File: config.mk
export PLATFORM = sky130hd
export DESIGN_NAME = aesg_fifo
export DESIGN_NICKNAME = d
export VERILOG_FILES = /design/src/aesg_pkg.sv /design/src/aesg_fifo.sv
export SDC_FILE = /design/constraint.sdc
export NUM_CORES = 1
export LEC_CHECK = 0
export ABC_AREA = 1
export BUFFER_PORTS_ARGS = -buffer_cell sky130_fd_sc_hd__clkbuf_2
export CORE_ASPECT_RATIO = 0.9
export CORE_MARGIN = 5
export CORE_UTILIZATION = 34
export DETAILED_ROUTE_END_ITERATION = 6
export PLACE_DENSITY = 0.55
export SYNTH_ARGS = -nofsm -noshare
export SYNTH_HDL_FRONTEND = slang
export SYNTH_SLANG_ARGS = --single-unit
export TNS_END_PERCENT = 10
File: constraint.sdc
create_clock -name clk_i -period 20 [get_ports clk_i]
set_input_delay 4 -clock clk_i [delete_from_list [all_inputs] [get_ports clk_i]]
set_output_delay 4 -clock clk_i [all_outputs]
set_load 0.02 [all_outputs]
File: src/aesg_pkg.sv
`timescale 1ns / 1ps
// ----------------------------------------------------------------------------
// AES-GCM engine package
// Shared types, register indexes, the S-box table and the AES round and
// GF(2^128) multiply functions used by the key schedule and the datapath.
// ----------------------------------------------------------------------------
package aesg_pkg;

  localparam int unsigned BLOCK_W = 128;
  localparam int unsigned CFG_IDX_W = 3;
  localparam int unsigned CFG_DATA_W = 64;
  localparam int unsigned TDATA_W = 136;
  localparam int unsigned QUEUE_DEPTH = 4;

  localparam logic [CFG_IDX_W-1:0] REG_KEY0 = 3'd0;
  localparam logic [CFG_IDX_W-1:0] REG_KEY1 = 3'd1;
  localparam logic [CFG_IDX_W-1:0] REG_KEY2 = 3'd2;
  localparam logic [CFG_IDX_W-1:0] REG_KEY3 = 3'd3;
  localparam logic [CFG_IDX_W-1:0] REG_NONCE_FIXED = 3'd4;
  localparam logic [CFG_IDX_W-1:0] REG_CTR_START = 3'd5;
  localparam logic [CFG_IDX_W-1:0] REG_OPEN_MODE = 3'd6;
  localparam logic [CFG_IDX_W-1:0] REG_COUNT = 3'd7;

  typedef enum logic [1:0] {
    OP_AAD    = 2'd0,
    OP_TEXT   = 2'd1,
    OP_FINISH = 2'd2
  } opcode_e;

  typedef enum logic [1:0] {
    OUT_TEXT   = 2'd0,
    OUT_TAG    = 2'd1,
    OUT_STATUS = 2'd2
  } out_kind_e;

  typedef enum logic [1:0] {
    IK_AAD  = 2'd0,
    IK_TEXT = 2'd1,
    IK_FIN  = 2'd2,
    IK_HKEY = 2'd3
  } item_kind_e;

  typedef struct packed {
    item_kind_e           kind;
    logic                 open;
    logic [4:0]           nbytes;
    logic [BLOCK_W-1:0]   blk;
    logic [BLOCK_W-1:0]   data;
    logic [BLOCK_W-1:0]   lens;
  } item_t;

  typedef struct packed {
    logic valid;
    logic ok;
  } auth_rsp_t;

  localparam logic [2047:0] SBOX_TABLE = {
    128'h637c777bf26b6fc53001672bfed7ab76, 128'hca82c97dfa5947f0add4a2af9ca472c0,
    128'hb7fd9326363ff7cc34a5e5f171d83115, 128'h04c723c31896059a071280e2eb27b275,
    128'h09832c1a1b6e5aa0523bd6b329e32f84, 128'h53d100ed20fcb15b6acbbe394a4c58cf,
    128'hd0efaafb434d338545f9027f503c9fa8, 128'h51a3408f929d38f5bcb6da2110fff3d2,
    128'hcd0c13ec5f974417c4a77e3d645d1973, 128'h60814fdc222a908846eeb814de5e0bdb,
    128'he0323a0a4906245cc2d3ac629195e479, 128'he7c8376d8dd54ea96c56f4ea657aae08,
    128'hba78252e1ca6b4c6e8dd741f4bbd8b8a, 128'h703eb5664803f60e613557b986c11d9e,
    128'he1f8981169d98e949b1e87e9ce5528df, 128'h8ca1890dbfe6426841992d0fb054bb16
  };

  function automatic logic [7:0] sbox(input logic [7:0] b);
    logic [10:0] idx;
    idx = 11'd2047 - {b, 3'b000};
    return SBOX_TABLE[idx -: 8];
  endfunction

  function automatic logic [31:0] sub_word(input logic [31:0] w);
    return {sbox(w[31:24]), sbox(w[23:16]), sbox(w[15:8]), sbox(w[7:0])};
  endfunction

  function automatic logic [7:0] rcon(input logic [2:0] idx);
    return 8'h01 << idx;
  endfunction

  function automatic logic [7:0] xtime(input logic [7:0] a);
    return {a[6:0], 1'b0} ^ (a[7] ? 8'h1b : 8'h00);
  endfunction

  // One AES round: SubBytes, ShiftRows, MixColumns (skipped in the last
  // round) and AddRoundKey. Byte 0 sits in the top bits of the block.
  function automatic logic [BLOCK_W-1:0] aes_round(input logic [BLOCK_W-1:0] s,
                                                   input logic [BLOCK_W-1:0] rk,
                                                   input logic last);
    logic [7:0] t [16];
    logic [7:0] u [16];
    logic [7:0] a0, a1, a2, a3, x;
    logic [BLOCK_W-1:0] o;
    for (int i = 0; i < 16; i++) begin
      t[i] = sbox(s[127-8*i -: 8]);
    end
    for (int c = 0; c < 4; c++) begin
      for (int r = 0; r < 4; r++) begin
        u[4*c+r] = t[4*((c+r) & 3)+r];
      end
    end
    if (!last) begin
      for (int c = 0; c < 4; c++) begin
        a0 = u[4*c];
        a1 = u[4*c+1];
        a2 = u[4*c+2];
        a3 = u[4*c+3];
        x = a0 ^ a1 ^ a2 ^ a3;
        u[4*c]   = a0 ^ x ^ xtime(a0 ^ a1);
        u[4*c+1] = a1 ^ x ^ xtime(a1 ^ a2);
        u[4*c+2] = a2 ^ x ^ xtime(a2 ^ a3);
        u[4*c+3] = a3 ^ x ^ xtime(a3 ^ a0);
      end
    end
    for (int i = 0; i < 16; i++) begin
      o[127-8*i -: 8] = u[i];
    end
    return o ^ rk;
  endfunction

  function automatic logic [BLOCK_W-1:0] bit_rev(input logic [BLOCK_W-1:0] a);
    logic [BLOCK_W-1:0] r;
    for (int i = 0; i < BLOCK_W; i++) begin
      r[i] = a[BLOCK_W-1-i];
    end
    return r;
  endfunction

  // GHASH multiply. After bit reversal bit i is the coefficient of x^i, so
  // this is a carry-less product reduced by x^128 + x^7 + x^2 + x + 1.
  function automatic logic [BLOCK_W-1:0] gf_mul(input logic [BLOCK_W-1:0] x,
                                                input logic [BLOCK_W-1:0] h);
    logic [BLOCK_W-1:0] a, b, r;
    logic [254:0] p;
    logic [133:0] hx, t;
    logic [127:0] ux;
    a = bit_rev(x);
    b = bit_rev(h);
    p = '0;
    for (int i = 0; i < BLOCK_W; i++) begin
      if (a[i]) begin
        p = p ^ ({127'b0, b} << i);
      end
    end
    hx = {7'b0, p[254:128]};
    t = hx ^ (hx << 1) ^ (hx << 2) ^ (hx << 7);
    ux = {122'b0, t[133:128]};
    r = p[127:0] ^ t[127:0] ^ ux ^ (ux << 1) ^ (ux << 2) ^ (ux << 7);
    return bit_rev(r);
  endfunction

  function automatic logic [BLOCK_W-1:0] byte_mask(input logic [4:0] n);
    logic [BLOCK_W-1:0] m;
    for (int i = 0; i < 16; i++) begin
      m[127-8*i -: 8] = (5'(i) < n) ? 8'hff : 8'h00;
    end
    return m;
  endfunction

endpackage

File: src/aesg_fifo.sv
`timescale 1ns / 1ps
// ----------------------------------------------------------------------------
// AES-GCM request queue
// Short register queue that decouples the classifying front from the
// cipher and hash back end.
// ----------------------------------------------------------------------------
module aesg_fifo (
  input  logic            clk_i,
  input  logic            rst_ni,
  input  logic            push_i,
  input  aesg_pkg::item_t item_i,
  output logic            full_o,
  input  logic            pop_i,
  output logic            valid_o,
  output aesg_pkg::item_t item_o
);

  localparam int unsigned PtrW = $clog2(aesg_pkg::QUEUE_DEPTH);

  aesg_pkg::item_t   mem_q [aesg_pkg::QUEUE_DEPTH];
  logic [PtrW-1:0]   wr_q, wr_d, rd_q, rd_d;
  logic [PtrW:0]     cnt_q, cnt_d;
  logic              do_push, do_pop;

  assign full_o  = (cnt_q == (PtrW+1)'(aesg_pkg::QUEUE_DEPTH));
  assign valid_o = (cnt_q != '0);
  assign item_o  = mem_q[rd_q];
  assign do_push = push_i && !full_o;
  assign do_pop  = pop_i && valid_o;

  always_comb begin
    wr_d  = do_push ? wr_q + 1'b1 : wr_q;
    rd_d  = do_pop ? rd_q + 1'b1 : rd_q;
    cnt_d = cnt_q + (PtrW+1)'(do_push) - (PtrW+1)'(do_pop);
  end

  always_ff @(posedge clk_i or negedge rst_ni) begin
    if (!rst_ni) begin
      wr_q  <= '0;
      rd_q  <= '0;
      cnt_q <= '0;
    end else begin
      wr_q  <= wr_d;
      rd_q  <= rd_d;
      cnt_q <= cnt_d;
    end
  end

  always_ff @(posedge clk_i) begin
    if (do_push) begin
      mem_q[wr_q] <= item_i;
    end
  end

endmodule

==> Yosys cells after proc, flatten, opt, wreduce, memory -nomap -nowiden <==
Memory sizes are Yosys's and may differ from the RTL's.
Index checks and enable logic that the tools add are counted.
Widths: inputs -> output; s select.
{ "word_totals": {"elab_cells": 15, "in_bits": 396, "out_inout_bits": 394, "n_memories": 1, "regBits": 7, "ramBits": 1568} }
{ "mem_list": {"columns": ["name", "depth", "width", "rd", "rd_ports_with_merged_regs", "wr", "line_no", "rtl"], "rows": [
  ["mem_q", 4, 392, 1, 0, 1, "aesg_fifo.sv:20", "aesg_pkg::item_t mem_q [aesg_pkg::QUEUE_DEPTH];"]
]} }
{ "op_classes": {"eq_ne": 1, "add_sub_neg": 4, "n_reduce_logical": 4, "n_mux": 2} }
{ "ops": {"columns": ["cell", "n"], "rows": [
  ["$add 2x1->2 const B", 2],
  ["$add 3x1->3", 1],
  ["$eq 3x3->1 const B", 1],
  ["$reduce_bool 3->1", 1],
  ["$sub 3x1->3", 1],
  ["$logic_and 1x1->1", 2],
  ["$mux 1", 2],
  ["$logic_not 1->1", 1]
]} }

==> Longest topological paths before layout <==
{ "logic_depth": {"ltp_word": 5, "ltp_mapped": 12, "ltp_nobuf": 12} }

==> Least setup slack after synthesis <==
OpenSTA, ideal clock, no wires.
{ "synth_path": {"path_type": "input -> register", "from": "input push_i", "to": "memory mem_q[0][0] in the netlist's numbering, enable pin", "path_stages": 2, "setup_slack_ns": -1.520, "setup_ns": 1.157, "required_ns": 18.843, "path_buffers": 0, "arrival_time_ns": 20.364, "cell_sequence": "nand2_1 > nor2_1"} }
{ "synth_between": {"elab_chain_len": 3} }
{ "synth_rtl": {"columns": ["element", "line_no", "rtl"], "rows": [
  ["start: declaration", "aesg_fifo.sv:10", "input logic push_i,"],
  ["$logic_and 1x1->1", "aesg_fifo.sv:28", "assign do_push = push_i && !full_o;"],
  ["$mux 1", "aesg_fifo.sv:50", "if (do_push) begin"],
  ["$mux 1 (not written as such)", "aesg_fifo.sv:51", "mem_q[wr_q] <= item_i;"],
  ["end: declaration", "aesg_fifo.sv:20", null]
]} }
No other way between the ends.

==> results.yml <==
critical_path:
  worst_setup_path_end_kind: "output port"
  start_kind: "flip-flop"
  ff2ff_setup_slack_ns: 15.50
  r2r-end: "mem_q[3][23]$_DFFE_PP_"
  r2r-start: "cnt_q[1]$_DFF_PN0_"
  path_class: "flip-flop to output port"
  worstPathArrival_ns: 5.09
  critPathMaxFanout: 219
  r2r_cells: 7
  worstPathRequired_ns: 16.00
place:
  dp.cells: 7992
  place_congestion: 0.774
  hpwl_um: 92200
  port_buffers: 789
  placed_area_mm2: 0.0677
  post-place-ws_ns: 11.62
die:
  chipHeight_um: 414
  die_w_um: 459
  ios: 790
  core-area_mm2: 0.181
  fp-row-count: 148
  start_util_pct: 34.2
  die_area_mm2: 0.190
power_and_ir_drop:
  vdd_drop_max_mv: 0.145
  p_total_mw: 11.7
  cellLeakagePower_nw: 28.6
  power.density_mw_per_mm2: 160
layout:
  drive_gt1_share_pct: 18.0
  final_cell_area_mm2: 0.0730
  finalNetCount: 6162
  final_cell_mix: "1568 x edfxtp_1, 1195 x nand2_1, 789 x clkbuf_2"
  final_cells: 8306
  area_growth_pct: 18.2
  multiInputGateArea_mm2: 0.0115
  fin_util_pct: 40.4
  final_common_cell: "edfxtp_1"
  fillers: 17100
  seqCellArea_mm2: 0.0473
clocking:
  cts.sinks: 1575
  clk_latency_ns: 0.79
  cts_root_buf: "clkbuf_16"
  clkSlewWorstSetupHoldPaths_ns: 0.06
  cts_tree: "built"
  hold_buffers: 0
  cts_max_path_buffers: 3
  cts_max_level: 4
  cts_buffers: 165
  cts-resized-gates: 0
  postCtsSetupRepairBufs: 0
synth:
  ys_ff_latch: 1575
  avgSynthCellArea_um2: 12.3
  synth.yosys.seq_area_share_pct: 76.6
  syn_inst: 5025
  syn-num-nets: 5428
  synthXorXnorAreaFrac_pct: 0
  synth.yosys.warnings: 0
  syn_area_mm2: 0.0617
  synth_top_family_by_area: "simple AND/OR/NAND/NOR gates"
  synthMuxAreaShare_pct: 0
  synth_compound_area_share_pct: 6.36
  yosys.area_share.simple_pct: 12.1
  synth-adder-area-share_pct: 0.154
  synth.distinct_cells: 16
drt:
  ant_nets: 0
  via_count: 37500
  via_per_inst: 4.51
  wirelength_um: 153000
  drc_errors: 0
  post_drt_wl_per_cell_um: 18.5
  drt-pass1-iter-count: 5
  drt_iter0_markers: 2878
timing:
  maxSlewHeadroom_pct: 16.8
  finalCritPeriodShare_pct: 45.5
  fin_tns_setup_ns: 0
  finClkSkew_ns: 0.0364
  min_period_ns: 9.09
  slew_violations: 0
  finalHoldWorstSlack_ns: 0.510
  fmax_mhz: 110
  rsz0062_at_grt: "no"
  worst_slew_pin_slew_ns: 1.25
  hold_viol_final: 0
  layout_setup_ws_ns: 10.91
  finalSetupViolCount: 0
min_path:
  hp-class: "flip-flop to flip-flop"
  worstHoldStart: "cnt_q[0]$_DFF_PN0_"
  holdPathStages: 1
  holdPathEnd: "cnt_q[0]$_DFF_PN0_"
global_route:
  grt_pass1_vias: 35300
  overflow: 0
  antenna_found_initial: 48
  grt_pass1_wl_um: 228000
  grt_max_degree: 220
  grt_use_total_pct: 15.6
flow_run:
  maxCapViolations: 0
outcome:
  outcome: "complete, no violations"
## per-layer routing
layer,vias up,wire (um),track usage (%)
met5,-,95,0
met4,14,6080,6.40
met1,17900,60600,18.4
li1,18500,-,-
met2,765,78300,27.2
met3,281,8200,4.01
## flip-flops by register name, indices dropped and copies added, names as in the netlist
name	count
cnt_q	3
mem_q	1568
rd_q	2
wr_q	2
## layout make-up
| cell class | instances | area share [%] |
|---|---|---|
| clock inverters | 87 | 1.15 |
| well taps | 2400 | 4.11 |
| clock buffers | 203 | 6.00 |
| flip-flops and latches | 1575 | 64.8 |
| inverters | 409 | 2.12 |
| diodes | 24 | 0.0823 |
| multi-input cells | 2780 | 15.8 |
| repair buffers | 828 | 5.98 |
## worst max path at each step
stage                        startpoint                    end  slack [ns]  cells past startpoint
floorplan                        push_i  mem_q[0][0]$_DFFE_PP_       -1.52                      2
global placement    rd_q[0]$_DFFE_PN0P_             item_o[16]       11.68                      8
detailed placement  rd_q[0]$_DFFE_PN0P_              item_o[9]       11.62                      8
CTS                 rd_q[0]$_DFFE_PN0P_              item_o[9]       10.74                      8
global route        rd_q[0]$_DFFE_PN0P_             item_o[12]       10.41                      8
finish              rd_q[0]$_DFFE_PN0P_             item_o[58]       10.91                      8
## kinds of logic (layout without fill, tap and decap cells)
kind of cell             count (synthesis)  after routing
adder cells (fa/ha/maj)                  7              7
AND/OR/NAND/NOR                       1989           1989
flip-flops                            1575           1575
AO/OA/AOI/OAI                          784            784
other                                    0             24
buffers and inverters                  670           1527
## Yosys cell counts
cell type / number / area share (%)
buf_2: 70 / 0.57
o21ai_1: 300 / 2.4
buf_1: 17 / 0.10
o21ai_0: 484 / 3.9
buf_6: 35 / 0.64
dfrtp_1: 7 / 0.28
clkbuf_1: 107 / 0.65
inv_1: 408 / 2.5
buf_4: 32 / 0.39
ha_1: 6 / 0.12
nand3_1: 5 / 0.041
edfxtp_1: 1568 / 76
fa_1: 1 / 0.032
inv_2: 1 / 0.0061
nor2_1: 789 / 4.8
nand2_1: 1195 / 7.3
## power by group
part / internal [mW] / leakage (nW) / total, mW / switching (mW)
logic: 1.07 / 11.6 / 4.24 / 3.16
clock network: 1.72 / 2.54 / 2.97 / 1.25
registers: 4.34 / 14.4 / 4.48 / 0.141
total: 7.13 / 28.6 / 11.7 / 4.56
## critical path, stage by stage (launching register included)
cell and delay, ns:
dfrtp_4 1.03, buf_12 0.61, buf_4 0.98, buf_4 0.70, nor2_1 0.11, nor2_1 0.10, o21ai_0 0.09, nand2_1 0.14
clkbuf_2 0.18
(Power assumes the default switching activity.)
