**config.mk**
```make
export PLATFORM = sky130hd
export DESIGN_NAME = aesg_keysched
export DESIGN_NICKNAME = d
export VERILOG_FILES = /design/src/aesg_pkg.sv /design/src/aesg_keysched.sv
export SDC_FILE = /design/constraint.sdc
export NUM_CORES = 2
export LEC_CHECK = 0
export ABC_CLOCK_PERIOD_IN_PS = 62400
export BUFFER_PORTS_ARGS = -buffer_cell sky130_fd_sc_hd__buf_4
export CORE_AREA = 8 8 760 762
export CTS_BUF_LIST = sky130_fd_sc_hd__clkbuf_4 sky130_fd_sc_hd__clkbuf_8
export DETAILED_ROUTE_END_ITERATION = 8
export DIE_AREA = 0 0 768 770
export PLACE_DENSITY_LB_ADDON = 0.1
export SLEW_MARGIN = 20
export SYNTH_ARGS = -nofsm -noshare
export SYNTH_HDL_FRONTEND = slang
export SYNTH_SLANG_ARGS = --single-unit
```
**constraint.sdc**
```tcl
create_clock -name clk_i -period 62.4 [get_ports clk_i]
set_clock_uncertainty 0.05 [all_clocks]
set_input_delay 0 -clock clk_i [delete_from_list [all_inputs] [get_ports clk_i]]
set_output_delay 0 -clock clk_i [all_outputs]
set_load 0.02 [all_outputs]
```
**src/aesg_pkg.sv**
```systemverilog
`timescale 1ns / 1ps
// ----------------------------------------------------------------------------
// AES-GCM engine package
// Shared types, register indexes, the S-box table and the AES round and
// GF(2^128) multiply functions used by the key schedule and the datapath.
// ----------------------------------------------------------------------------
package aesg_pkg;

  localparam int unsigned BLOCK_W = 128;
  localparam int unsigned CFG_IDX_W = 3;
  localparam int unsigned CFG_DATA_W = 64;
  localparam int unsigned TDATA_W = 136;
  localparam int unsigned QUEUE_DEPTH = 4;

  localparam logic [CFG_IDX_W-1:0] REG_KEY0 = 3'd0;
  localparam logic [CFG_IDX_W-1:0] REG_KEY1 = 3'd1;
  localparam logic [CFG_IDX_W-1:0] REG_KEY2 = 3'd2;
  localparam logic [CFG_IDX_W-1:0] REG_KEY3 = 3'd3;
  localparam logic [CFG_IDX_W-1:0] REG_NONCE_FIXED = 3'd4;
  localparam logic [CFG_IDX_W-1:0] REG_CTR_START = 3'd5;
  localparam logic [CFG_IDX_W-1:0] REG_OPEN_MODE = 3'd6;
  localparam logic [CFG_IDX_W-1:0] REG_COUNT = 3'd7;

  typedef enum logic [1:0] {
    OP_AAD    = 2'd0,
    OP_TEXT   = 2'd1,
    OP_FINISH = 2'd2
  } opcode_e;

  typedef enum logic [1:0] {
    OUT_TEXT   = 2'd0,
    OUT_TAG    = 2'd1,
    OUT_STATUS = 2'd2
  } out_kind_e;

  typedef enum logic [1:0] {
    IK_AAD  = 2'd0,
    IK_TEXT = 2'd1,
    IK_FIN  = 2'd2,
    IK_HKEY = 2'd3
  } item_kind_e;

  typedef struct packed {
    item_kind_e           kind;
    logic                 open;
    logic [4:0]           nbytes;
    logic [BLOCK_W-1:0]   blk;
    logic [BLOCK_W-1:0]   data;
    logic [BLOCK_W-1:0]   lens;
  } item_t;

  typedef struct packed {
    logic valid;
    logic ok;
  } auth_rsp_t;

  localparam logic [2047:0] SBOX_TABLE = {
    128'h637c777bf26b6fc53001672bfed7ab76, 128'hca82c97dfa5947f0add4a2af9ca472c0,
    128'hb7fd9326363ff7cc34a5e5f171d83115, 128'h04c723c31896059a071280e2eb27b275,
    128'h09832c1a1b6e5aa0523bd6b329e32f84, 128'h53d100ed20fcb15b6acbbe394a4c58cf,
    128'hd0efaafb434d338545f9027f503c9fa8, 128'h51a3408f929d38f5bcb6da2110fff3d2,
    128'hcd0c13ec5f974417c4a77e3d645d1973, 128'h60814fdc222a908846eeb814de5e0bdb,
    128'he0323a0a4906245cc2d3ac629195e479, 128'he7c8376d8dd54ea96c56f4ea657aae08,
    128'hba78252e1ca6b4c6e8dd741f4bbd8b8a, 128'h703eb5664803f60e613557b986c11d9e,
    128'he1f8981169d98e949b1e87e9ce5528df, 128'h8ca1890dbfe6426841992d0fb054bb16
  };

  function automatic logic [7:0] sbox(input logic [7:0] b);
    logic [10:0] idx;
    idx = 11'd2047 - {b, 3'b000};
    return SBOX_TABLE[idx -: 8];
  endfunction

  function automatic logic [31:0] sub_word(input logic [31:0] w);
    return {sbox(w[31:24]), sbox(w[23:16]), sbox(w[15:8]), sbox(w[7:0])};
  endfunction

  function automatic logic [7:0] rcon(input logic [2:0] idx);
    return 8'h01 << idx;
  endfunction

  function automatic logic [7:0] xtime(input logic [7:0] a);
    return {a[6:0], 1'b0} ^ (a[7] ? 8'h1b : 8'h00);
  endfunction

  // One AES round: SubBytes, ShiftRows, MixColumns (skipped in the last
  // round) and AddRoundKey. Byte 0 sits in the top bits of the block.
  function automatic logic [BLOCK_W-1:0] aes_round(input logic [BLOCK_W-1:0] s,
                                                   input logic [BLOCK_W-1:0] rk,
                                                   input logic last);
    logic [7:0] t [16];
    logic [7:0] u [16];
    logic [7:0] a0, a1, a2, a3, x;
    logic [BLOCK_W-1:0] o;
    for (int i = 0; i < 16; i++) begin
      t[i] = sbox(s[127-8*i -: 8]);
    end
    for (int c = 0; c < 4; c++) begin
      for (int r = 0; r < 4; r++) begin
        u[4*c+r] = t[4*((c+r) & 3)+r];
      end
    end
    if (!last) begin
      for (int c = 0; c < 4; c++) begin
        a0 = u[4*c];
        a1 = u[4*c+1];
        a2 = u[4*c+2];
        a3 = u[4*c+3];
        x = a0 ^ a1 ^ a2 ^ a3;
        u[4*c]   = a0 ^ x ^ xtime(a0 ^ a1);
        u[4*c+1] = a1 ^ x ^ xtime(a1 ^ a2);
        u[4*c+2] = a2 ^ x ^ xtime(a2 ^ a3);
        u[4*c+3] = a3 ^ x ^ xtime(a3 ^ a0);
      end
    end
    for (int i = 0; i < 16; i++) begin
      o[127-8*i -: 8] = u[i];
    end
    return o ^ rk;
  endfunction

  function automatic logic [BLOCK_W-1:0] bit_rev(input logic [BLOCK_W-1:0] a);
    logic [BLOCK_W-1:0] r;
    for (int i = 0; i < BLOCK_W; i++) begin
      r[i] = a[BLOCK_W-1-i];
    end
    return r;
  endfunction

  // GHASH multiply. After bit reversal bit i is the coefficient of x^i, so
  // this is a carry-less product reduced by x^128 + x^7 + x^2 + x + 1.
  function automatic logic [BLOCK_W-1:0] gf_mul(input logic [BLOCK_W-1:0] x,
                                                input logic [BLOCK_W-1:0] h);
    logic [BLOCK_W-1:0] a, b, r;
    logic [254:0] p;
    logic [133:0] hx, t;
    logic [127:0] ux;
    a = bit_rev(x);
    b = bit_rev(h);
    p = '0;
    for (int i = 0; i < BLOCK_W; i++) begin
      if (a[i]) begin
        p = p ^ ({127'b0, b} << i);
      end
    end
    hx = {7'b0, p[254:128]};
    t = hx ^ (hx << 1) ^ (hx << 2) ^ (hx << 7);
    ux = {122'b0, t[133:128]};
    r = p[127:0] ^ t[127:0] ^ ux ^ (ux << 1) ^ (ux << 2) ^ (ux << 7);
    return bit_rev(r);
  endfunction

  function automatic logic [BLOCK_W-1:0] byte_mask(input logic [4:0] n);
    logic [BLOCK_W-1:0] m;
    for (int i = 0; i < 16; i++) begin
      m[127-8*i -: 8] = (5'(i) < n) ? 8'hff : 8'h00;
    end
    return m;
  endfunction

endpackage

```
**src/aesg_keysched.sv**
```systemverilog
`timescale 1ns / 1ps
// ----------------------------------------------------------------------------
// AES-GCM key schedule
// Holds the key registers and expands them one word per cycle through a
// shift line that ends up holding the whole round key schedule.
// ----------------------------------------------------------------------------
module aesg_keysched #(
  parameter int unsigned AES_ROUNDS = 14
) (
  input  logic                              clk_i,
  input  logic                              rst_ni,
  input  logic                              cfg_we_i,
  input  logic [aesg_pkg::CFG_IDX_W-1:0]    cfg_index_i,
  input  logic [aesg_pkg::CFG_DATA_W-1:0]   cfg_data_i,
  output logic [32*4*(AES_ROUNDS+1)-1:0]    rk_o,
  output logic                              done_o
);

  localparam int unsigned KEY_WORDS = 4 * (AES_ROUNDS + 1);
  localparam int unsigned CNT_W = $clog2(KEY_WORDS);

  localparam logic [1:0] KS_LOAD = 2'd0;
  localparam logic [1:0] KS_RUN  = 2'd1;
  localparam logic [1:0] KS_DONE = 2'd2;

  logic [63:0]      key_q [4];
  logic [31:0]      w_q [KEY_WORDS];
  logic [1:0]       state_q, state_d;
  logic [CNT_W-1:0] cnt_q, cnt_d;
  logic [31:0]      prev, tmp, nw;
  logic [CNT_W-4:0] grp;
  logic             restart;

  assign restart = cfg_we_i && cfg_index_i < aesg_pkg::REG_COUNT;
  assign prev    = w_q[KEY_WORDS-1];
  assign grp     = cnt_q[CNT_W-1:3] - 1'b1;

  always_comb begin
    case (cnt_q[2:0])
      3'd0: tmp = aesg_pkg::sub_word({prev[23:0], prev[31:24]}) ^
                  {aesg_pkg::rcon(grp[2:0]), 24'b0};
      3'd4: tmp = aesg_pkg::sub_word(prev);
      default: tmp = prev;
    endcase
    nw = w_q[KEY_WORDS-8] ^ tmp;
  end

  always_comb begin
    state_d = state_q;
    cnt_d   = cnt_q;
    case (state_q)
      KS_LOAD: begin
        state_d = KS_RUN;
        cnt_d   = CNT_W'(8);
      end
      KS_RUN: begin
        cnt_d = cnt_q + 1'b1;
        if (cnt_q == CNT_W'(KEY_WORDS - 1)) begin
          state_d = KS_DONE;
        end
      end
      default: ;
    endcase
    if (restart) begin
      state_d = KS_LOAD;
    end
  end

  always_ff @(posedge clk_i or negedge rst_ni) begin
    if (!rst_ni) begin
      state_q <= KS_LOAD;
      cnt_q   <= '0;
      for (int k = 0; k < 4; k++) begin
        key_q[k] <= '0;
      end
    end else begin
      state_q <= state_d;
      cnt_q   <= cnt_d;
      if (cfg_we_i && cfg_index_i <= aesg_pkg::REG_KEY3) begin
        key_q[cfg_index_i[1:0]] <= cfg_data_i;
      end
    end
  end

  // The key words enter at the tail; after the expansion the first key
  // word has shifted down to the head of the line.
  always_ff @(posedge clk_i) begin
    if (state_q == KS_LOAD) begin
      for (int k = 0; k < 4; k++) begin
        w_q[KEY_WORDS-8+2*k]   <= key_q[k][63:32];
        w_q[KEY_WORDS-8+2*k+1] <= key_q[k][31:0];
      end
    end else if (state_q == KS_RUN) begin
      for (int j = 0; j < KEY_WORDS - 1; j++) begin
        w_q[j] <= w_q[j+1];
      end
      w_q[KEY_WORDS-1] <= nw;
    end
  end

  always_comb begin
    for (int j = 0; j < KEY_WORDS; j++) begin
      rk_o[32*j +: 32] = w_q[j];
    end
  end

  assign done_o = (state_q == KS_DONE);

endmodule

```
# After elaboration in Yosys (flattened, before gate mapping)
# Memories as Yosys holds them, arrays and structs flattened.
# Index checks and enable logic that the tools add are counted.
[word_totals]
reg_bits = 264
latch_bits = 0
inputBits = 70
romBits = 0
mem_count = 1
output_inout_bits = 1921
word_cells = 67
mem_bits_rw = 1920
[mem_list]
columns = ["memory", "words", "width", "rd", "rd_clocked_by_memory_dff", "wr", "line_no", "text"]
rows = [
  ["w_q", 60, 32, 60, 0, 60, "aesg_keysched.sv:27", "logic [31:0] w_q [KEY_WORDS];"],
]
[op_classes]
reduce_logical = 8
n_mux = 21
n_shift = 5
div = 0
n_lt_le_gt_ge = 4
bitwise_logic = 11
eq_ne = 5
n_addsub = 6
n_mul = 0
[op_table]
columns = ["cell", "count"]
rows = [
  ["2055-bit by 12-bit variable part select with 8-bit output, first input constant", 4],
  ["256-bit bitwise mux", 1],
  ["32-bit two-way mux", 8],
  ["64-bit demux with 2-bit select", 1],
  ["64-bit two-way mux", 1],
  ["32-bit case mux with 2 select lines", 1],
  ["32-bit bitwise XOR", 2],
  ["11-bit subtractor, first input constant", 4],
  ["6-bit case mux with 2 select lines", 1],
  ["1-bit bitwise OR", 8],
  ["1-bit by 3-bit left shift with 8-bit output, first input constant", 1],
  ["6-bit by 1-bit adder with 6-bit output, second input constant", 1],
  ["6-bit equality test, second input constant", 1],
  ["1-bit two-way mux", 5],
  ["2-bit two-way mux", 2],
  ["2-bit case mux with 2 select lines", 1],
  ["3-bit equality test, second input constant", 1],
  ["3-bit >= comparator, second input constant", 1],
  ["3-bit by 2-bit less-or-equal comparator with 1-bit output, second input constant", 1],
  ["1-bit logical AND", 3],
  ["3-bit zero test", 1],
  ["3-bit by 1-bit < comparator with 1-bit output, second input constant", 1],
  ["3-bit < comparator, second input constant", 1],
  ["3-bit != test, second input constant", 1],
  ["8 further kinds", 8],
]

# Logic depth before layout (Yosys ltp)
[depth]
depth_word = 6
mapped_depth = 14
mapped_depth_nobuf = 10

# Least setup slack after synthesis
# OpenSTA, ideal clock, no wires.
[synth_path]
path_type = "reg-to-reg"
startpoint = "register state_q[1]"
endpoint = "memory w_q[0][0], enable pin"
path_slack_ns = 8.455
t_required_ns = 59.673
period_less_slack_ns = 53.945
setup_ns = 2.677
n_path_buf = 1
path_stages_with_launch = 5
t_arrival_ns = 51.218
cell_sequence = "dfrtp_1 inv_1 nand2_1 inv_1 clkbuf_1"
[synth_lines]
columns = ["element", "line_no", "text"]
rows = [
  ["start, declared", "aesg_keysched.sv:28", "logic [1:0] state_q, state_d;"],
  ["start signal, assigned", "aesg_keysched.sv:77", "state_q <= state_d;"],
  ["end, declared", "aesg_keysched.sv:27", ""],
]

==> results.cfg <==
[status]
status = completed

[routing]
wl_um = 469500
drt_first_pass_iters = 6
drc = 0
dr_total_vias = 62082
drtIter0Drc = 5097
wl_per_cell_um = 29.65
drtAntennaViolNets = 0
viasPerCell = 3.921

[synth]
ys_ff_latch = 2184
yosys_warnings = 0
synth_edf_count = 1920
synth_area_sq_mm = 0.08630
synthCells = 5665
synth_nets = 5793
synth_top_area_share = 0.6681
ys_top_cells_by_area = edfxtp_1 (67%), dfrtp_1 (7.7%), mux2_2 (3.6%), nand2_1 (3.5%), mux4_2 (1.6%)
synthArstFlopShare = 0.1209
post-synth-top-count-cell = edfxtp_1
synth-main-ff-cell = edfxtp_1
synth.distinct_cells = 87
synthTopCellsByCount = edfxtp_1 (1920), nand2_1 (808), mux2_2 (273)
postSynthAreaPerCell_sq_um = 15.23
yosysTopAreaCell = edfxtp_1
synth-seq-area-share = 0.7447

[final_layout]
post_layout_nonfiller_instances = 15833
num-nets-final = 8083
multi_input_area_sq_mm = 0.02019
num-fill-cells = 60938
area_growth_syn_to_layout_pct = 39.10
drive_above_1_share = 0.3863
regArea_sq_mm = 0.06426

[power]
power_density_mw_per_mm2 = 45.65
clockPowerShare = 0.266
vdd_ir_drop_max_uv = 24.69
leakage_uw = 0.04570
power.switching_uw = 2229
netSwitchingFraction = 0.4068
p_comb_frac = 0.376
intPower_uw = 3251
power_frac_seq = 0.359

[setup_path]
path_class = register to register
endpoint_kind = register
crit_buf_inv = 8
start_kind = register
path_cells = inv_8, nand2_4, inv_8, buf_4, buf_4, buf_4, buf_4, buf_4, buf_4
crit_top_cell = buf_4
cp_slowest_cell = inv_8
arrival_ns = 8.09
required_ns = 63.05
crit_family = buffers and inverters
crit_fanout = 108
critical-path-max-stage-delay_ns = 0.81

[grt]
grt_usage = 0.1497
first_global_vias = 62036
grt_overflow_total = 0
antenna_found_initial = 30
grt_max_degree = 155
grt_pass1_wl_um = 615200

[floorplan]
die_area_sq_mm = 0.5914
rows = 277
dieWidth_um = 768
dieHeight_um = 770
core_sq_mm = 0.5663
initial_core_util = 0.1524
io_pins = 1991

[sta]
fmaxAchievable_mhz = 134.4
fin_crit_ns = 7.441
slew_violations = 0
max_slew.worst_pin.slew_ns = 1.195
tns_ns = 0
slew_headroom = 0.2034
setup_viol = 0
hold_viol = 0
period_share = 0.1192
rsz0062_at_grt = false

[cts]
cts_tree = done
cts_root_buffer = clkbuf_8
cts_buffers = 417
cts.sinks = 2184
h-tree-depth = 5
clock_latency_ns = 1.10
ctsResizeCount = 0
clk_path_buf_depth = 4
path_clk_slew_ns = 0.06

[place]
port_buffers = 1990
dpl.cell_count = 14921
hpwl_um = 355900
routabilityCongestion = 0.8551

[flow_run]
drv_cap = 0

[hold_path]
hp-class = primary input to register
-- power by group through the flow --
stage	combinational, uW	sequential, uW	clock [uW]
6_report	2060	1970	1460
5_1_grt	2170	1990	1580
2_1_floorplan	940	2230	0
4_1_cts	2070	1970	1530
3_5_place_dp	2060	2000	0
3_3_place_gp	2080	2000	0
-- kinds of logic after synthesis --
group | share of synthesized area
flops | 0.7447
simple gates | 0.08610
compound gates | 0.07861
buf+inv | 0.02210
mux | 0.05818
fa+ha+maj | 0.008409
xor+xnor | 0.001928
-- final timing paths --
| check | from | end | slack, ns | cells past startpoint |
|---|---|---|---|---|
| setup / recovery | state_q[1]$_DFFE_PN0P_ | w_q[0][634]$_DFFE_PP_ | 54.96 | 9 |
| hold / removal | cfg_index_i[0] | key_q[88]$_DFFE_PN0P_ | 0.21 | 5 |
| setup reg to reg | state_q[1]$_DFFE_PN0P_ | w_q[0][634]$_DFFE_PP_ | 54.96 | 9 |
| hold reg to reg | w_q[0][895]$_DFFE_PP_ | w_q[0][863]$_DFFE_PP_ | 0.32 | 0 |
| max in group asynchronous | rst_ni | key_q[42]$_DFFE_PN0P_ | 60.72 | 5 |
| min in group asynchronous | rst_ni | key_q[179]$_DFFE_PN0P_ | 0.69 | 5 |
-- per-stage QoR --
step / hold WS [ns] / utilization / worst slack (ns) / power, uW / instance area, sq um
global placement: 0.06338 / 0.1944 / 54.80 / 4084 / 110100
CTS: 0.01954 / 0.2119 / 54.66 / 5576 / 120000
floorplan: -0.3456 / - / 8.455 / 3171 / 86300
detailed placement: 0.05908 / 0.1945 / 54.64 / 4057 / 110100
global route: 0.1162 / 0.2119 / 54.34 / 5737 / 120000
finish: 0.2147 / 0.2120 / 54.96 / 5480 / 120000
-- final cells by class --
class | instances | area share
antenna | 9 | 0.0001876
clock buffer | 610 | 0.06082
clock inverter | 145 | 0.008954
inverter | 67 | 0.002220
multi-input combinational | 3013 | 0.1682
sequential | 2184 | 0.5354
tap | 7533 | 0.07852
timing repair buffer | 2272 | 0.1457
-- flip-flops by register name, summed over array words and instances, names as in the netlist --
signal	count
cnt_q	6
key_q	256
state_q	2
w_q	1920
-- worst min-delay path, cell delays in order --
cell           delay (ns)
dlygate4sd3_1        0.57
buf_4                0.15
nor3b_2              0.05
buf_4                0.27
mux2_2               0.28
-- layout by cell type (no fill, tap or decap), types with 19 or more instances in the layout --
| master | count |
|---|---|
| buf_4 | 2120 |
| edfxtp_1 | 1920 |
| nand2_1 | 807 |
| clkbuf_8 | 435 |
| mux2_2 | 273 |
| dfrtp_1 | 264 |
| o21ai_0 | 195 |
| clkbuf_4 | 175 |
| nor2_1 | 165 |
| a21oi_1 | 159 |
| dlygate4sd3_1 | 147 |
| nor2b_1 | 106 |
| clkinv_1 | 97 |
| nand2b_1 | 97 |
| nor3_1 | 87 |
| nand3_1 | 83 |
| mux4_2 | 62 |
| a211oi_1 | 61 |
| ha_1 | 57 |
| inv_1 | 55 |
| mux2i_1 | 55 |
| o211ai_1 | 54 |
| a31oi_1 | 47 |
| o311ai_0 | 43 |
| and2_1 | 38 |
| a311oi_1 | 38 |
| o31ai_1 | 36 |
| a221oi_1 | 30 |
| or2_2 | 27 |
| or3_1 | 27 |
| nor3b_1 | 26 |
| and3_1 | 25 |
| o221ai_1 | 20 |
| a2111oi_0 | 20 |
| a211o_1 | 20 |
| clkinv_2 | 20 |
| nand3b_1 | 19 |
-- repair_timing --
item	in CTS	in global routing
hold buffers	148	0
endpoints found under the hold margin	522	0
setup buffers	0	0
-- per-layer routing --
metal	up-vias	GRT usage	part of all wire	routed length, um
li1	26345	-	-	-
met1	32618	0.1754	0.39	182900
met2	2580	0.2732	0.52	243200
met3	529	0.03791	0.068	31840
met4	10	0.03358	0.024	11490
met5	-	0	0.00014	67
No activity file was read; power rests on OpenSTA's default activity.
