$ cat src/aesg_pkg.sv
`timescale 1ns / 1ps
// ----------------------------------------------------------------------------
// AES-GCM engine package
// Shared types, register indexes, the S-box table and the AES round and
// GF(2^128) multiply functions used by the key schedule and the datapath.
// ----------------------------------------------------------------------------
package aesg_pkg;

  localparam int unsigned BLOCK_W = 128;
  localparam int unsigned CFG_IDX_W = 3;
  localparam int unsigned CFG_DATA_W = 64;
  localparam int unsigned TDATA_W = 136;
  localparam int unsigned QUEUE_DEPTH = 4;

  localparam logic [CFG_IDX_W-1:0] REG_KEY0 = 3'd0;
  localparam logic [CFG_IDX_W-1:0] REG_KEY1 = 3'd1;
  localparam logic [CFG_IDX_W-1:0] REG_KEY2 = 3'd2;
  localparam logic [CFG_IDX_W-1:0] REG_KEY3 = 3'd3;
  localparam logic [CFG_IDX_W-1:0] REG_NONCE_FIXED = 3'd4;
  localparam logic [CFG_IDX_W-1:0] REG_CTR_START = 3'd5;
  localparam logic [CFG_IDX_W-1:0] REG_OPEN_MODE = 3'd6;
  localparam logic [CFG_IDX_W-1:0] REG_COUNT = 3'd7;

  typedef enum logic [1:0] {
    OP_AAD    = 2'd0,
    OP_TEXT   = 2'd1,
    OP_FINISH = 2'd2
  } opcode_e;

  typedef enum logic [1:0] {
    OUT_TEXT   = 2'd0,
    OUT_TAG    = 2'd1,
    OUT_STATUS = 2'd2
  } out_kind_e;

  typedef enum logic [1:0] {
    IK_AAD  = 2'd0,
    IK_TEXT = 2'd1,
    IK_FIN  = 2'd2,
    IK_HKEY = 2'd3
  } item_kind_e;

  typedef struct packed {
    item_kind_e           kind;
    logic                 open;
    logic [4:0]           nbytes;
    logic [BLOCK_W-1:0]   blk;
    logic [BLOCK_W-1:0]   data;
    logic [BLOCK_W-1:0]   lens;
  } item_t;

  typedef struct packed {
    logic valid;
    logic ok;
  } auth_rsp_t;

  localparam logic [2047:0] SBOX_TABLE = {
    128'h637c777bf26b6fc53001672bfed7ab76, 128'hca82c97dfa5947f0add4a2af9ca472c0,
    128'hb7fd9326363ff7cc34a5e5f171d83115, 128'h04c723c31896059a071280e2eb27b275,
    128'h09832c1a1b6e5aa0523bd6b329e32f84, 128'h53d100ed20fcb15b6acbbe394a4c58cf,
    128'hd0efaafb434d338545f9027f503c9fa8, 128'h51a3408f929d38f5bcb6da2110fff3d2,
    128'hcd0c13ec5f974417c4a77e3d645d1973, 128'h60814fdc222a908846eeb814de5e0bdb,
    128'he0323a0a4906245cc2d3ac629195e479, 128'he7c8376d8dd54ea96c56f4ea657aae08,
    128'hba78252e1ca6b4c6e8dd741f4bbd8b8a, 128'h703eb5664803f60e613557b986c11d9e,
    128'he1f8981169d98e949b1e87e9ce5528df, 128'h8ca1890dbfe6426841992d0fb054bb16
  };

  function automatic logic [7:0] sbox(input logic [7:0] b);
    logic [10:0] idx;
    idx = 11'd2047 - {b, 3'b000};
    return SBOX_TABLE[idx -: 8];
  endfunction

  function automatic logic [31:0] sub_word(input logic [31:0] w);
    return {sbox(w[31:24]), sbox(w[23:16]), sbox(w[15:8]), sbox(w[7:0])};
  endfunction

  function automatic logic [7:0] rcon(input logic [2:0] idx);
    return 8'h01 << idx;
  endfunction

  function automatic logic [7:0] xtime(input logic [7:0] a);
    return {a[6:0], 1'b0} ^ (a[7] ? 8'h1b : 8'h00);
  endfunction

  // One AES round: SubBytes, ShiftRows, MixColumns (skipped in the last
  // round) and AddRoundKey. Byte 0 sits in the top bits of the block.
  function automatic logic [BLOCK_W-1:0] aes_round(input logic [BLOCK_W-1:0] s,
                                                   input logic [BLOCK_W-1:0] rk,
                                                   input logic last);
    logic [7:0] t [16];
    logic [7:0] u [16];
    logic [7:0] a0, a1, a2, a3, x;
    logic [BLOCK_W-1:0] o;
    for (int i = 0; i < 16; i++) begin
      t[i] = sbox(s[127-8*i -: 8]);
    end
    for (int c = 0; c < 4; c++) begin
      for (int r = 0; r < 4; r++) begin
        u[4*c+r] = t[4*((c+r) & 3)+r];
      end
    end
    if (!last) begin
      for (int c = 0; c < 4; c++) begin
        a0 = u[4*c];
        a1 = u[4*c+1];
        a2 = u[4*c+2];
        a3 = u[4*c+3];
        x = a0 ^ a1 ^ a2 ^ a3;
        u[4*c]   = a0 ^ x ^ xtime(a0 ^ a1);
        u[4*c+1] = a1 ^ x ^ xtime(a1 ^ a2);
        u[4*c+2] = a2 ^ x ^ xtime(a2 ^ a3);
        u[4*c+3] = a3 ^ x ^ xtime(a3 ^ a0);
      end
    end
    for (int i = 0; i < 16; i++) begin
      o[127-8*i -: 8] = u[i];
    end
    return o ^ rk;
  endfunction

  function automatic logic [BLOCK_W-1:0] bit_rev(input logic [BLOCK_W-1:0] a);
    logic [BLOCK_W-1:0] r;
    for (int i = 0; i < BLOCK_W; i++) begin
      r[i] = a[BLOCK_W-1-i];
    end
    return r;
  endfunction

  // GHASH multiply. After bit reversal bit i is the coefficient of x^i, so
  // this is a carry-less product reduced by x^128 + x^7 + x^2 + x + 1.
  function automatic logic [BLOCK_W-1:0] gf_mul(input logic [BLOCK_W-1:0] x,
                                                input logic [BLOCK_W-1:0] h);
    logic [BLOCK_W-1:0] a, b, r;
    logic [254:0] p;
    logic [133:0] hx, t;
    logic [127:0] ux;
    a = bit_rev(x);
    b = bit_rev(h);
    p = '0;
    for (int i = 0; i < BLOCK_W; i++) begin
      if (a[i]) begin
        p = p ^ ({127'b0, b} << i);
      end
    end
    hx = {7'b0, p[254:128]};
    t = hx ^ (hx << 1) ^ (hx << 2) ^ (hx << 7);
    ux = {122'b0, t[133:128]};
    r = p[127:0] ^ t[127:0] ^ ux ^ (ux << 1) ^ (ux << 2) ^ (ux << 7);
    return bit_rev(r);
  endfunction

  function automatic logic [BLOCK_W-1:0] byte_mask(input logic [4:0] n);
    logic [BLOCK_W-1:0] m;
    for (int i = 0; i < 16; i++) begin
      m[127-8*i -: 8] = (5'(i) < n) ? 8'hff : 8'h00;
    end
    return m;
  endfunction

endpackage

$ cat src/aesg_front.sv
`timescale 1ns / 1ps
// ----------------------------------------------------------------------------
// AES-GCM request front
// Accepts requests, masks data, tracks the message phase, counters and
// length totals, and queues classified work for the back end.
// ----------------------------------------------------------------------------
module aesg_front (
  input  logic                              clk_i,
  input  logic                              rst_ni,
  input  logic                              cfg_we_i,
  input  logic [aesg_pkg::CFG_IDX_W-1:0]    cfg_index_i,
  input  logic [aesg_pkg::CFG_DATA_W-1:0]   cfg_data_i,
  input  logic                              s_tvalid_i,
  input  logic [1:0]                        s_tuser_i,
  input  logic [aesg_pkg::TDATA_W-1:0]      s_tdata_i,
  output logic                              s_tready_o,
  input  logic                              back_ready_i,
  input  logic                              q_full_i,
  input  aesg_pkg::auth_rsp_t               rsp_i,
  output logic                              push_o,
  output aesg_pkg::item_t                   item_o
);

  localparam logic [1:0] PH_AAD       = 2'd0;
  localparam logic [1:0] PH_AAD_DONE  = 2'd1;
  localparam logic [1:0] PH_TEXT      = 2'd2;
  localparam logic [1:0] PH_TEXT_DONE = 2'd3;

  logic [31:0] nonce_fixed_q, nonce_fixed_d;
  logic [63:0] inv_q, inv_d;
  logic        open_q, open_d;
  logic [1:0]  phase_q, phase_d;
  logic [31:0] ctr_q, ctr_d;
  logic [63:0] aad_len_q, aad_len_d, txt_len_q, txt_len_d;
  logic        wait_q, wait_d;

  aesg_pkg::opcode_e          op;
  logic [4:0]                 n_raw, n;
  logic [aesg_pkg::BLOCK_W-1:0] din;
  logic                       accept;
  logic [63:0]                nbits;

  assign op     = aesg_pkg::opcode_e'(s_tuser_i);
  assign n_raw  = s_tdata_i[132:128];
  assign n      = (n_raw > 5'd16) ? 5'd16 : n_raw;
  assign din    = {s_tdata_i[63:0], s_tdata_i[127:64]};
  assign nbits  = {56'b0, n, 3'b000};
  // A pending open-mode check holds requests back, since the next nonce
  // depends on whether the tag matched.
  assign s_tready_o = back_ready_i && !q_full_i && !wait_q && !cfg_we_i;
  assign accept = s_tvalid_i && s_tready_o;

  always_comb begin
    nonce_fixed_d = nonce_fixed_q;
    inv_d         = inv_q;
    open_d        = open_q;
    phase_d       = phase_q;
    ctr_d         = ctr_q;
    aad_len_d     = aad_len_q;
    txt_len_d     = txt_len_q;
    wait_d        = wait_q;
    push_o        = 1'b0;
    item_o.kind   = aesg_pkg::IK_AAD;
    item_o.open   = open_q;
    item_o.nbytes = n;
    item_o.blk    = {nonce_fixed_q, inv_q, ctr_q};
    item_o.data   = din & aesg_pkg::byte_mask(n);
    item_o.lens   = {aad_len_q, txt_len_q};

    if (accept) begin
      case (op)
        aesg_pkg::OP_AAD: begin
          if (phase_q == PH_AAD && n != 5'd0) begin
            push_o    = 1'b1;
            aad_len_d = aad_len_q + nbits;
            if (n < 5'd16) begin
              phase_d = PH_AAD_DONE;
            end
          end
        end
        aesg_pkg::OP_TEXT: begin
          if (phase_q != PH_TEXT_DONE && n != 5'd0) begin
            push_o      = 1'b1;
            item_o.kind = aesg_pkg::IK_TEXT;
            ctr_d       = ctr_q + 32'd1;
            txt_len_d   = txt_len_q + nbits;
            phase_d     = (n < 5'd16) ? PH_TEXT_DONE : PH_TEXT;
          end
        end
        aesg_pkg::OP_FINISH: begin
          push_o      = 1'b1;
          item_o.kind = aesg_pkg::IK_FIN;
          item_o.blk  = {nonce_fixed_q, inv_q, 32'd1};
          item_o.data = din;
          aad_len_d   = '0;
          txt_len_d   = '0;
          ctr_d       = 32'd2;
          phase_d     = PH_AAD;
          if (open_q) begin
            wait_d = 1'b1;
          end else begin
            inv_d = inv_q + 64'd1;
          end
        end
        default: ;
      endcase
    end

    if (rsp_i.valid && wait_q) begin
      inv_d  = inv_q + {63'b0, rsp_i.ok};
      wait_d = 1'b0;
    end

    if (cfg_we_i && cfg_index_i < aesg_pkg::REG_COUNT) begin
      aad_len_d = '0;
      txt_len_d = '0;
      ctr_d     = 32'd2;
      phase_d   = PH_AAD;
      wait_d    = 1'b0;
      case (cfg_index_i)
        aesg_pkg::REG_NONCE_FIXED: nonce_fixed_d = cfg_data_i[31:0];
        aesg_pkg::REG_CTR_START:   inv_d = cfg_data_i;
        aesg_pkg::REG_OPEN_MODE:   open_d = cfg_data_i[0];
        default: ;
      endcase
    end
  end

  always_ff @(posedge clk_i or negedge rst_ni) begin
    if (!rst_ni) begin
      nonce_fixed_q <= '0;
      inv_q         <= '0;
      open_q        <= 1'b0;
      phase_q       <= PH_AAD;
      ctr_q         <= 32'd2;
      aad_len_q     <= '0;
      txt_len_q     <= '0;
      wait_q        <= 1'b0;
    end else begin
      nonce_fixed_q <= nonce_fixed_d;
      inv_q         <= inv_d;
      open_q        <= open_d;
      phase_q       <= phase_d;
      ctr_q         <= ctr_d;
      aad_len_q     <= aad_len_d;
      txt_len_q     <= txt_len_d;
      wait_q        <= wait_d;
    end
  end

endmodule

$ cat config.mk
export PLATFORM = sky130hd
export DESIGN_NAME = aesg_front
export DESIGN_NICKNAME = d
export VERILOG_FILES = /design/src/aesg_pkg.sv /design/src/aesg_front.sv
export SDC_FILE = /design/constraint.sdc
export NUM_CORES = 1
export LEC_CHECK = 0
export ABC_AREA = 1
export BUFFER_PORTS_ARGS = -buffer_cell sky130_fd_sc_hd__buf_2
export CAP_MARGIN = 20
export CORE_AREA = 3 3 233 235
export DETAILED_ROUTE_END_ITERATION = 10
export DIE_AREA = 0 0 236 238
export PLACE_DENSITY = 0.58
export SLEW_MARGIN = 30
export SYNTH_ARGS = -nofsm -noshare
export SYNTH_HDL_FRONTEND = slang
export SYNTH_SLANG_ARGS = --single-unit
$ cat constraint.sdc
create_clock -name clk_i -period 5.4 [get_ports clk_i]
set_input_delay 0.54 -clock clk_i [delete_from_list [all_inputs] [get_ports clk_i]]
set_output_delay 0.54 -clock clk_i [all_outputs]
set_load 0.02 [all_outputs]
== Word level (Yosys, flattened, before mapping) ==
Cells that the tools add are included.
Operators by class
  add/subtract/negate cells: 5
  $lt $le $gt $ge: 19
  equal/unequal tests: 9
  mux-type cells: 56
  bitwise logic cells: 1
  reductions and logical operators: 27
Operators by type and width (number)
  64-bit 2-to-1 mux: 12
  160-bit 2-to-1 mux: 2
  64-bit case mux with 2 select lines: 2
  64-bit by 8-bit adder with 64-bit output: 2
  128-bit bitwise AND: 1
  8-bit 2-to-1 mux: 16
  32-bit 2-to-1 mux: 3
  64-bit by 1-bit adder with 64-bit output: 1
  64-bit by 1-bit adder with 64-bit output, second input constant: 1
  32-bit case mux with 2 select lines: 1
  4-bit by 5-bit less-than comparator with 1-bit output, first input constant: 8
  32-bit by 1-bit adder with 32-bit output, second input constant: 1
  3-bit by 5-bit less-than comparator with 1-bit output, first input constant: 4
  3-bit nonzero test: 5
  2-bit 2-to-1 mux: 6
  1-bit by 5-bit less-than comparator with 1-bit output, first input constant: 2
  2-bit by 5-bit less-than comparator with 1-bit output, first input constant: 2
  1-bit 2-to-1 mux: 10
  3-bit equality test, second input constant: 3
  3-bit inequality test, second input constant: 3
  3-bit AND reduction: 3
  1-bit logical AND: 8
  2-bit case mux with 3 select lines: 1
  5-bit > comparator, second input constant: 1
  15 further kinds: 19
Storage, ports and cells
  flip-flop bits (word level): 260
  bits of input ports: 213
  output and inout bits: 394

== Logic depth before layout (Yosys ltp) ==
  word-level depth: 9
  gate-level depth with buffers: 20

== Worst setup path after synthesis ==
Ideal clock, no wire load.
  path kind: input-to-reg
  from: in s_tdata_i[129] in the netlist's numbering
  to: reg txt_len_q[49]
  data arrival time: 2.743 ns
  data required time: 5.279 ns
  path slack: 2.535 ns
  stages on the path: 16
  path through: inv_1 -> nand2_2 -> inv_2 -> nand2_1 -> a21oi_1 -> ha_1 -> fa_1 -> nand3_1 -> nand2_1 -> nand3_1 -> nand2_1 -> nand4_1 -> nor2_1 -> nand4_1 -> nand2_1 -> nor2_1
RTL lines
  start: declaration: line aesg_front.sv:15  | input logic [aesg_pkg::TDATA_W-1:0] s_tdata_i,
  end signal: assignment: line aesg_front.sv:146  | txt_len_q <= txt_len_d;
  end: declaration: line aesg_front.sv:34  | logic [63:0] aad_len_q, aad_len_d, txt_len_q, txt_len_d;

==> flow_summary.ini <==
[power]
p_comb_share_pct = 24.6
switchingPower_w = 0.00220
p_int_w = 0.00391
switching_share_pct = 36.0
clock_power_share_pct = 37.6
p_total_w = 0.00611
power.leakage_nw = 12.4
seqPwrFrac_pct = 37.8
vdd.ir_drop.worst_mv = 0.261
p_per_area_nw_per_um2 = 260

[floorplanning]
rows = 84
dieArea_um2 = 56200
ios = 607
die_w_um = 236
coreArea_um2 = 52400
start_util_pct = 35.5
dieHeight_um = 238

[clock_tree]
clkTransAtPathRegs_ps = 60
cts-resized-gates = 0
cts_buffers = 34
root_buffer = clkbuf_16
post_cts_buffers = 0
clockBufferDepth = 3
htreeDepth = 2
clk_latency_ps = 550
cts_hold_buf = 0
cts_sinks = 254
cts_tree = yes

[global_route]
grt_util_all_layers_pct = 30.3
first_global_vias = 19900
grt-ovfl-total = 0
antenna_found_initial = 27
grt_pass1_wl_um = 129000
grt_max_degree = 110

[logic_synthesis]
synth_seq_cells = 254
ys_types = 50
ys.flop_type = dfrtp_1
ys_seq_area_share_pct = 34.2
syn_inst = 2982
synth_edf_count = 0
yosysWarnings = 0
syn-cell-area_um2 = 18600
synth.avg_cell_area_um2 = 6.24
synthArstFlopShare_pct = 100

[worst_setup_path]
worstPathRequired_ps = 4860
cp.arrival_ps = 3300
path_cells = nor2_1 > nand3_1 > nor2_4 > nor2_2 > inv_1 > nor2_1 > buf_4 > nand2_1 > a21oi_1 > nor2_1 > buf_2
cpMostUsedCell = nor2_1
worst_path_max_delay_cell = nor2_2
path_delay_family = simple AND/OR/NAND/NOR gates
endpoint_kind = output port
cp_num_cells = 11
rr_startpoint = wait_q
cp-endpoint = item_o[238]
path_class = register to output port
max_stage_delay_ps = 530
critical_path_buf_inv_count = 3
start_kind = register
crit_fanout = 13
r2r_end = txt_len_q[46]
r2r_slack_ps = 2450
reg2reg_depth = 10
crit_start = wait_q

[routing]
via_per_inst = 5.08
ant_nets = 0
via_count = 21800
wl_per_cell_um = 20.7
dr.pass1.iters = 5
routed_wirelength_um = 88500
drc = 0
drt_iter0_drc = 1927

[job]
drv_cap = 0

[timing]
rsz0062_at_grt = false
worstMarginPinSlew_ps = 937
relSlewSlack_pct = 37.2
fmax_ghz = 0.260
min_period_over_period_pct = 71.1
fin_setup_tns_ps = 0
period_needed_ps = 3840
finalSetupViolCount = 0
skew_ps = 33.5
timing.final.max_slew_violations = 0
finalHoldViolations = 0
setup_ws_ps = 1560

[status]
outcome = completed

[layout]
area_delta_synth_final_pct = 26.3
layout.nets = 3793
drive_gt1_share_pct = 20.5
utilization_pct = 44.8

[placement]
dp_slack_ps = 1780
io_buffer_count = 597
detailedPlacementHpwl_um = 71800
gp_congestion = 1.11

[hold_path]
min_path_type = input port to asynchronous set/reset pin
## area by class of cell
| cell class | instances | area [um^2] |
|---|---|---|
| fill | 5784 | 28900 |
| multi-input combinational | 2210 | 10300 |
| sequential | 254 | 6360 |
| timing repair buffer | 616 | 3190 |
| inverter | 446 | 1680 |
| clock buffer | 50 | 992 |
| tap | 688 | 861 |
| clock inverter | 11 | 116 |
| antenna | 11 | 27.5 |
## sequential cells by signal, indices dropped and copies added, names as in the netlist
signal,count
ctr_q,32
wait_q,1
open_q,1
inv_q,64
nonce_fixed_q,32
txt_len_q,61
aad_len_q,61
phase_q,2
## through the flow
stage	std cells	hold slack, ps	cell area [um^2]
4_1_cts	4274	34.8	23400
2_1_floorplan	2987	244	18600
5_1_grt	4278	74.8	23500
3_5_place_dp	4213	477	22300
6_report	4286	33.8	23500
3_3_place_gp	4212	469	22300
## layout by cell type (no fill, tap or decap), types with 7 or more instances in the layout
cell type and count:
o21ai_0 98, diode_2 11, o21ai_1 10, nand2_1 816, xnor2_1 19, dfrtp_1 253
clkbuf_16 36, o21bai_1 10, ha_1 16, and3_1 7, clkbuf_1 9, nand3_1 255
nor3_1 69, mux2_2 24, inv_1 438, a21oi_1 87, inv_2 7, buf_2 596
nor2_2 8, xor2_1 47, buf_4 16, o21a_1 8, nand4_1 89, nor2_1 564
## power by group through the flow
stage	clock [W]	sequential [W]	combinational, W
floorplan	0	0.00247	0.000650
global placement	0	0.00233	0.00149
detailed placement	0	0.00233	0.00150
CTS	0.00235	0.00230	0.00150
global route	0.00242	0.00233	0.00163
finish	0.00230	0.00231	0.00151
## cells in the mapped netlist (24+ instances only)
| library cell | n | share of area, % |
|---|---|---|
| a21oi_1 | 88 | 2.4 |
| clkbuf_1 | 34 | 0.69 |
| dfrtp_1 | 253 | 34 |
| inv_1 | 438 | 8.8 |
| mux2_2 | 24 | 1.5 |
| nand2_1 | 818 | 17 |
| nand3_1 | 257 | 6.9 |
| nand4_1 | 89 | 3.0 |
| nor2_1 | 566 | 11 |
| nor3_1 | 69 | 1.9 |
| o21ai_0 | 98 | 2.6 |
| xor2_1 | 47 | 2.2 |
## how the worst min path moves through the flow
stage,from,slack (ps),end
2_1_floorplan,rst_ni,240,aad_len_q[10]
3_5_place_dp,nonce_fixed_q[13],480,nonce_fixed_q[13]
5_1_grt,rst_ni,70,aad_len_q[44]
3_3_place_gp,nonce_fixed_q[0],470,nonce_fixed_q[0]
6_report,rst_ni,30,aad_len_q[60]
4_1_cts,rst_ni,30,aad_len_q[52]
## cells by family (layout without fill, tap and decap cells)
kind of cell | after synthesis | after routing | synth area share [%]
AND/OR/NAND/NOR | 1848 | 1848 | 41.5
buffers and inverters | 523 | 1123 | 11.0
flip-flops | 254 | 254 | 34.2
AO/OA/AOI/OAI | 247 | 247 | 7.39
XOR/XNOR | 66 | 66 | 3.11
multiplexers | 25 | 25 | 1.51
adder cells (fa/ha/maj) | 18 | 18 | 1.29
other | 1 | 17 | 0.0202
## per-layer routing
metal	vias up	routed length (um)	GRT usage (%)
met1	10100	39400	43.7
met2	973	38300	46.1
met5	-	185	0
met4	28	1630	6.10
li1	10600	-	-
met3	112	8980	7.84
No activity file was read; power rests on OpenSTA's default activity.
